**src/rtl/crcfr_pkg.sv**
```systemverilog
`timescale 1ns / 1ps
`default_nettype none

package crcfr_pkg;

    localparam logic [7:0]  START_BYTE = 8'h7E;
    localparam logic [15:0] CRC_POLY   = 16'hA001;
    localparam logic [15:0] CRC_INIT   = 16'hFFFF;
    localparam logic [7:0]  MIN_FRAME  = 8'd8;
    localparam int          LEN_INDEX  = 5;
    localparam int          LEN_W      = 7;

    localparam logic CMD_DATA  = 1'b0;
    localparam logic CMD_RESET = 1'b1;

    localparam logic STATUS_GOOD = 1'b0;
    localparam logic STATUS_BAD  = 1'b1;

    // completed frame handed from the receive side to the emitter
    typedef struct packed {
        logic             start;
        logic             bad;
        logic [LEN_W-1:0] total;
    } emit_req_t;

    // reflected crc-16, one byte, lsb first
    function automatic logic [15:0] crc16_byte(input logic [15:0] crc_in,
                                               input logic [7:0]  data);
        logic [15:0] c;
        c = crc_in ^ {8'h00, data};
        for (int b = 0; b < 8; b++) begin
            if (c[0]) begin
                c = (c >> 1) ^ CRC_POLY;
            end else begin
                c = c >> 1;
            end
        end
        return c;
    endfunction

endpackage

`default_nettype wire

```
**src/rtl/crcfr_store.sv**
```systemverilog
`timescale 1ns / 1ps
`default_nettype none

module crcfr_store
    import crcfr_pkg::*;
#(
    parameter int MAX_FRAME = 64,
    localparam int AW = $clog2(MAX_FRAME)
) (
    input  wire logic          aclk,
    input  wire logic          wr_en,
    input  wire logic [AW-1:0] wr_addr,
    input  wire logic [7:0]    wr_data,
    input  wire logic          rd_en,
    input  wire logic [AW-1:0] rd_addr,
    output logic      [7:0]    rd_data
);

    logic [7:0] mem [MAX_FRAME];
    logic [7:0] rd_data_reg;

    always_ff @(posedge aclk) begin
        if (wr_en) begin
            mem[wr_addr] <= wr_data;
        end
        if (rd_en) begin
            rd_data_reg <= mem[rd_addr];
        end
    end

    assign rd_data = rd_data_reg;

endmodule

`default_nettype wire

```
**src/rtl/crcfr_emit.sv**
```systemverilog
`timescale 1ns / 1ps
`default_nettype none

module crcfr_emit
    import crcfr_pkg::*;
#(
    parameter int MAX_FRAME = 64,
    localparam int AW = $clog2(MAX_FRAME)
) (
    input  wire logic             aclk,
    input  wire logic             aresetn,
    input  wire emit_req_t        req,
    output logic                  idle,
    output logic                  rd_en,
    output logic     [AW-1:0]     rd_addr,
    input  wire logic [7:0]       rd_data,
    output logic                  m_valid,
    input  wire logic             m_ready,
    output logic     [7:0]        m_out_byte,
    output logic     [5:0]        m_position,
    output logic     [LEN_W-1:0]  m_frame_length,
    output logic                  m_status,
    output logic                  m_last
);

    typedef enum logic [1:0] {
        E_IDLE,
        E_READ,
        E_LOAD,
        E_ERR
    } emit_state_t;

    emit_state_t      state_reg;
    logic [AW-1:0]    idx_reg;
    logic [LEN_W-1:0] total_reg;
    logic             m_valid_reg;
    logic [7:0]       out_byte_reg;
    logic [5:0]       position_reg;
    logic [LEN_W-1:0] frame_length_reg;
    logic             status_reg;
    logic             last_reg;
    logic             out_free;
    logic             out_load;
    logic             at_last;

    assign out_free = !m_valid_reg || m_ready;
    assign out_load = ((state_reg == E_LOAD) || (state_reg == E_ERR)) && out_free;
    assign at_last  = (LEN_W'(idx_reg) + LEN_W'(1)) == total_reg;

    assign idle    = (state_reg == E_IDLE);
    assign rd_en   = (state_reg == E_READ);
    assign rd_addr = idx_reg;

    always_ff @(posedge aclk) begin
        if (!aresetn) begin
            state_reg   <= E_IDLE;
            m_valid_reg <= 1'b0;
            idx_reg     <= '0;
        end else begin
            if (out_load) begin
                m_valid_reg <= 1'b1;
            end else if (m_ready) begin
                m_valid_reg <= 1'b0;
            end
            unique case (state_reg)
                E_IDLE: begin
                    if (req.start) begin
                        total_reg <= req.total;
                        idx_reg   <= '0;
                        state_reg <= req.bad ? E_ERR : E_READ;
                    end
                end
                E_READ: begin
                    state_reg <= E_LOAD;
                end
                E_LOAD: begin
                    // read data holds until the next read is issued
                    if (out_free) begin
                        out_byte_reg     <= rd_data;
                        position_reg     <= 6'(idx_reg);
                        frame_length_reg <= total_reg;
                        status_reg       <= STATUS_GOOD;
                        last_reg         <= at_last;
                        if (at_last) begin
                            state_reg <= E_IDLE;
                        end else begin
                            idx_reg   <= idx_reg + AW'(1);
                            state_reg <= E_READ;
                        end
                    end
                end
                E_ERR: begin
                    if (out_free) begin
                        out_byte_reg     <= 8'h00;
                        position_reg     <= 6'd0;
                        frame_length_reg <= total_reg;
                        status_reg       <= STATUS_BAD;
                        last_reg         <= 1'b1;
                        state_reg        <= E_IDLE;
                    end
                end
                default: state_reg <= E_IDLE;
            endcase
        end
    end

    assign m_valid        = m_valid_reg;
    assign m_out_byte     = out_byte_reg;
    assign m_position     = position_reg;
    assign m_frame_length = frame_length_reg;
    assign m_status       = status_reg;
    assign m_last         = last_reg;

endmodule

`default_nettype wire

```
**src/rtl/crc_checked_frame_reassembler_unit.sv**
```systemverilog
`timescale 1ns / 1ps
`default_nettype none

// Byte-stream deframer with a CRC-16 check (reflected, poly 0xA001, init 0xFFFF).
// Input channel s_*: one transfer carries s_command and s_data_byte. A data byte
// is taken per cycle while s_ready is high; the reset command restarts the hunt
// for the 0x7E start byte. Byte 5 holds the total length (8 .. MAX_FRAME); a
// length out of range drops the partial frame without any result.
// Result channel m_*: a good frame comes out as frame_length transfers, one per
// byte in order, m_last on the final one; a CRC mismatch gives one transfer with
// m_status set and m_out_byte and m_position zero.
// Receiving a frame byte writes it into the frame store.
// When the last byte of a frame is taken, s_ready drops while the store is read
// back; each result byte is read, then loaded into the output register, and an
// error result is loaded without a store read. A stalled m_ready simply holds
// the output register and pauses the readback; s_ready returns as soon as the
// last result is loaded.
// Reset (aresetn low, synchronous) clears the fill count and CRC and empties
// the output register; frame store contents are not cleared.

module crc_checked_frame_reassembler_unit
    import crcfr_pkg::*;
#(
    parameter int MAX_FRAME = 64
) (
    input  wire logic             aclk,
    input  wire logic             aresetn,
    input  wire logic             s_valid,
    output logic                  s_ready,
    input  wire logic             s_command,
    input  wire logic [7:0]       s_data_byte,
    output logic                  m_valid,
    input  wire logic             m_ready,
    output logic     [7:0]        m_out_byte,
    output logic     [5:0]        m_position,
    output logic     [LEN_W-1:0]  m_frame_length,
    output logic                  m_status,
    output logic                  m_last
);

    localparam int AW = $clog2(MAX_FRAME);

    logic [AW-1:0]    fill_reg, fill_next;
    logic [15:0]      crc_reg, crc_next;
    logic [LEN_W-1:0] len_reg, len_next;
    logic [7:0]       prev_reg;
    logic             accept;
    logic             wr_en;
    logic             rd_en;
    logic [AW-1:0]    rd_addr;
    logic [7:0]       rd_data;
    logic             emit_idle;
    emit_req_t        req;
    logic [7:0]       pos_ext;
    logic             covered;

    assign accept  = s_valid && s_ready;
    assign s_ready = emit_idle;
    assign pos_ext = 8'(fill_reg);
    assign covered = (pos_ext <= 8'(LEN_INDEX)) || ((pos_ext + 8'd2) < 8'(len_reg));

    always_comb begin
        fill_next = fill_reg;
        crc_next  = crc_reg;
        len_next  = len_reg;
        wr_en     = 1'b0;
        req       = '0;
        req.total = len_reg;
        if (accept) begin
            if (s_command == CMD_RESET) begin
                fill_next = '0;
                crc_next  = CRC_INIT;
            end else if (fill_reg != '0 || s_data_byte == START_BYTE) begin
                wr_en     = 1'b1;
                fill_next = fill_reg + AW'(1);
                if (covered) begin
                    crc_next = crc16_byte(crc_reg, s_data_byte);
                end
                if (pos_ext == 8'(LEN_INDEX)) begin
                    if (s_data_byte < MIN_FRAME || s_data_byte > 8'(MAX_FRAME)) begin
                        fill_next = '0;
                        crc_next  = CRC_INIT;
                    end else begin
                        len_next = LEN_W'(s_data_byte);
                    end
                end else if (pos_ext > 8'(LEN_INDEX)
                             && (pos_ext + 8'd1) == 8'(len_reg)) begin
                    // trailer is low byte first: previous byte, then this one
                    req.start = 1'b1;
                    req.bad   = (crc_reg != {s_data_byte, prev_reg});
                    fill_next = '0;
                    crc_next  = CRC_INIT;
                end
            end
        end
    end

    always_ff @(posedge aclk) begin
        if (!aresetn) begin
            fill_reg <= '0;
            crc_reg  <= CRC_INIT;
        end else begin
            fill_reg <= fill_next;
            crc_reg  <= crc_next;
        end
        len_reg <= len_next;
        if (wr_en) begin
            prev_reg <= s_data_byte;
        end
    end

    // readback only runs while input is held off, so no write can hit a read
    crcfr_store #(
        .MAX_FRAME(MAX_FRAME)
    ) u_store (
        .aclk    (aclk),
        .wr_en   (wr_en),
        .wr_addr (fill_reg),
        .wr_data (s_data_byte),
        .rd_en   (rd_en),
        .rd_addr (rd_addr),
        .rd_data (rd_data)
    );

    crcfr_emit #(
        .MAX_FRAME(MAX_FRAME)
    ) u_emit (
        .aclk           (aclk),
        .aresetn        (aresetn),
        .req            (req),
        .idle           (emit_idle),
        .rd_en          (rd_en),
        .rd_addr        (rd_addr),
        .rd_data        (rd_data),
        .m_valid        (m_valid),
        .m_ready        (m_ready),
        .m_out_byte     (m_out_byte),
        .m_position     (m_position),
        .m_frame_length (m_frame_length),
        .m_status       (m_status),
        .m_last         (m_last)
    );

endmodule

`default_nettype wire

```
**config.mk**
```make
export PLATFORM = sky130hd
export DESIGN_NAME = crc_checked_frame_reassembler_unit
export DESIGN_NICKNAME = d
export VERILOG_FILES = /design/src/rtl/crcfr_pkg.sv /design/src/rtl/crcfr_store.sv /design/src/rtl/crcfr_emit.sv /design/src/rtl/crc_checked_frame_reassembler_unit.sv
export SDC_FILE = /design/constraint.sdc
export NUM_CORES = 1
export LEC_CHECK = 0
export BUFFER_PORTS_ARGS = -buffer_cell sky130_fd_sc_hd__buf_2
export CORE_MARGIN = 3
export CORE_UTILIZATION = 45
export CTS_CLUSTER_SIZE = 16
export DETAILED_ROUTE_END_ITERATION = 10
export GPL_TIMING_DRIVEN = 0
export REMOVE_ABC_BUFFERS = 1
export SYNTH_ARGS = -nofsm -noshare
export SYNTH_HDL_FRONTEND = slang
export SYNTH_SLANG_ARGS = --single-unit
```
**constraint.sdc**
```tcl
create_clock -name aclk -period 2.9 [get_ports aclk]
set_input_delay 0.29 -clock aclk [delete_from_list [all_inputs] [get_ports aclk]]
set_output_delay 0.29 -clock aclk [all_outputs]
set_load 0.01 [all_outputs]
```
==> out/results.ini <==
[cts]
cts_sinks = 596
clkTransAtPathRegs_ps = 60
clock_latency_ps = 610
clock_path_buffers = 3
clockRootBuffer = clkbuf_16
cts_tree = built
postCtsHoldBufs = 0
h-tree-depth = 2
cts_buffers = 60

[worst_setup_path]
critPathArrivalTime_ps = 3160
worstPathRequired_ps = 3230
path_max_fanout = 29
ff2ff_path_depth = 5
worstSetupPathType = reg -> reg
critPathLaunchType = flop
critical_path.endpoint_type = flop

[min_path]
holdPathStages = 3
hp-class = in -> reg

[global_routing]
grt_use_total_pct = 18.7
antenna_found_initial = 5
grt_pass1_vias = 11600
grt_max_degree = 72
gr-total-overflow = 0
grt_pass1_wl_um = 77700

[synth]
synth_warnings = 0
avgSynthCellArea_um2 = 20.4
syn-instance-count = 1169
synth-seq-cells = 596
netlist_area_um2 = 23900
async_flop_share_pct = 0
synthFlopType = edfxtp_1
synth_edf_count = 565
ys_types = 60
seq_area_frac_synth_pct = 73.6

[timing]
slew_violations = 0
layout_setup_ws_ps = 75.6
fin_crit_sh_pct = 97.4
timing.fmax_ghz = 0.354
finalSetupViolCount = 0
holdWs_ps = 78.7
max-slew-margin-rel_pct = 30.1
worstMarginPinSlew_ps = 1050
min_period_ps = 2820
grt_setup_unrepaired = no
clock_skew_ps = 16.0
hold_viol_final = 0

[floorplanning]
die_x_um = 236
top_level_ports = 38
core_um2 = 51900
rows = 83
start_util_pct = 46.0
die_area_um2 = 55900
die_y_um = 236

[routing]
viasPerCell = 5.76
dr.pass1.iters = 7
wl_um = 52100
drt_iter0_markers = 936
drc = 0
wl_per_cell_um = 26.5
vias = 11300
ant_nets = 0

[finish]
drive_above_1_share_pct = 32.1
finish.utilization_pct = 53.0
area_growth_pct = 15.1
final_nets = 1263
largest_reg_flops = 512

[run]
drv_cap = 0

[power]
cellPowerDensity_nw_per_um2 = 611
irDropWorstVdd_v = 0.000499
leakagePower_nw = 8.25

[placed_design]
dp_slack_ps = -1520
portBuffers = 37
place.gp.congestion = 0.769
dp_hpwl_um = 30600

[status]
outcome = complete, no violations

[layout by cell type, fill, tap and decap left out, types with 12 or more instances in the layout]
master,Yosys,final
edfxtp_1,565,565
mux4_2,168,168
nor2_4,0,64
clkbuf_16,0,62
nor2_1,95,29
xnor2_1,29,29
buf_2,15,29
xor2_1,25,25
nand2_1,26,22
inv_1,21,21
clkinv_1,0,21
dfxtp_1,31,21
clkbuf_1,18,17
and2_1,16,16
ha_1,16,14
buf_4,1,13
a21oi_1,12,12
[repair_timing]
| action | 4_1_cts | 5_1_grt |
|---|---|---|
| gates cloned | 0 | 1 |
| gates resized for setup | 157 | 10 |
| pin swaps | 0 | 8 |
| setup endpoints to repair | 550 | 327 |
| setup buffers | 2 | 9 |
[final timing paths]
| check | from | to | slack, ps |
|---|---|---|---|
| setup / recovery | u_emit.rd_addr[0] | u_store.rd_data[0] | 80 |
| hold / removal | aresetn | u_emit.state_reg[1] | 80 |
| setup reg to reg | u_emit.rd_addr[0] | u_store.rd_data[0] | 80 |
| hold reg to reg | crc_reg[9] | crc_reg[1] | 470 |
[cells in the mapped netlist (all sizes together), types with 4 or more instances]
library cell | count | share of area (%)
edfxtp | 565 | 71
mux4 | 168 | 16
nor2 | 95 | 1.5
buf | 37 | 0.94
dfxtp | 31 | 2.6
xnor2 | 29 | 1.1
nand2 | 26 | 0.41
xor2 | 25 | 0.92
a21oi | 23 | 0.65
inv | 21 | 0.33
clkbuf | 18 | 0.28
and2 | 16 | 0.42
ha | 16 | 0.84
nand3 | 15 | 0.31
a21o | 9 | 0.28
nor4 | 6 | 0.22
o22ai | 6 | 0.18
nor2b | 5 | 0.13
nand4 | 4 | 0.13
nor3 | 4 | 0.084
o21ai | 4 | 0.084
or3 | 4 | 0.13
[power breakdown]
group	total [mW]	switching, mW	leakage (nW)	internal [mW]
clock	7.18	3.09	0.876	4.10
combinational	0.228	0.187	2.03	0.0401
sequential	9.40	0.000303	5.35	9.40
total	16.8	3.28	8.25	13.5
[stage by stage]
stage               total power [mW]  std cells  instance area (um2)  setup TNS (ps)
global placement                9.81       1831                24600        -1073950
detailed placement              9.82       1840                24900         -715380
finish                          16.8       1963                27500               0
CTS                             17.0       1952                27300           -4320
floorplan                       9.65       1114                23600          -72000
global route                    17.3       1962                27500               0
[critical path, cell delays in order (launching register included)]
cell,delay [ps]
dfxtp_4,360
buf_12,220
buf_16,260
mux4_2,590
mux4_2,580
mux4_2,510
[metal layers]
layer / vias to the layer above / part of all wire (%) / GRT usage, %
met5: - / 0.098 / 0
met4: 8 / 2.2 / 4.91
met3: 79 / 5.6 / 3.94
met2: 302 / 49 / 29.8
met1: 6002 / 43 / 26.7
li1: 4917 / - / -
[logic make-up (layout without fill, tap and decap cells)]
| kind of cell | count (synthesis) | in the layout | synth area share (%) |
|---|---|---|---|
| AOI/OAI and AO/OA | 65 | 65 | 2.20 |
| xor gates and xnor gates | 55 | 55 | 2.07 |
| adders and majority gates | 16 | 16 | 0.838 |
| buffers and inverters | 76 | 189 | 1.55 |
| DFF | 596 | 596 | 73.6 |
| muxes | 168 | 168 | 15.8 |
| other | 0 | 1 | 0 |
| and+or+nand+nor | 193 | 193 | 3.92 |
[area by class of cell]
| cell class | count | area [um2] |
|---|---|---|
| fill | 4027 | 24400 |
| clock buffer | 78 | 1590 |
| tap | 680 | 851 |
| multi-input combinational | 497 | 6550 |
| timing repair buffer | 58 | 598 |
| clock inverter | 32 | 219 |
| inverter | 21 | 78.8 |
| antenna | 1 | 2.50 |
| sequential | 596 | 17600 |
No activity file was read; power rests on OpenSTA's default activity.
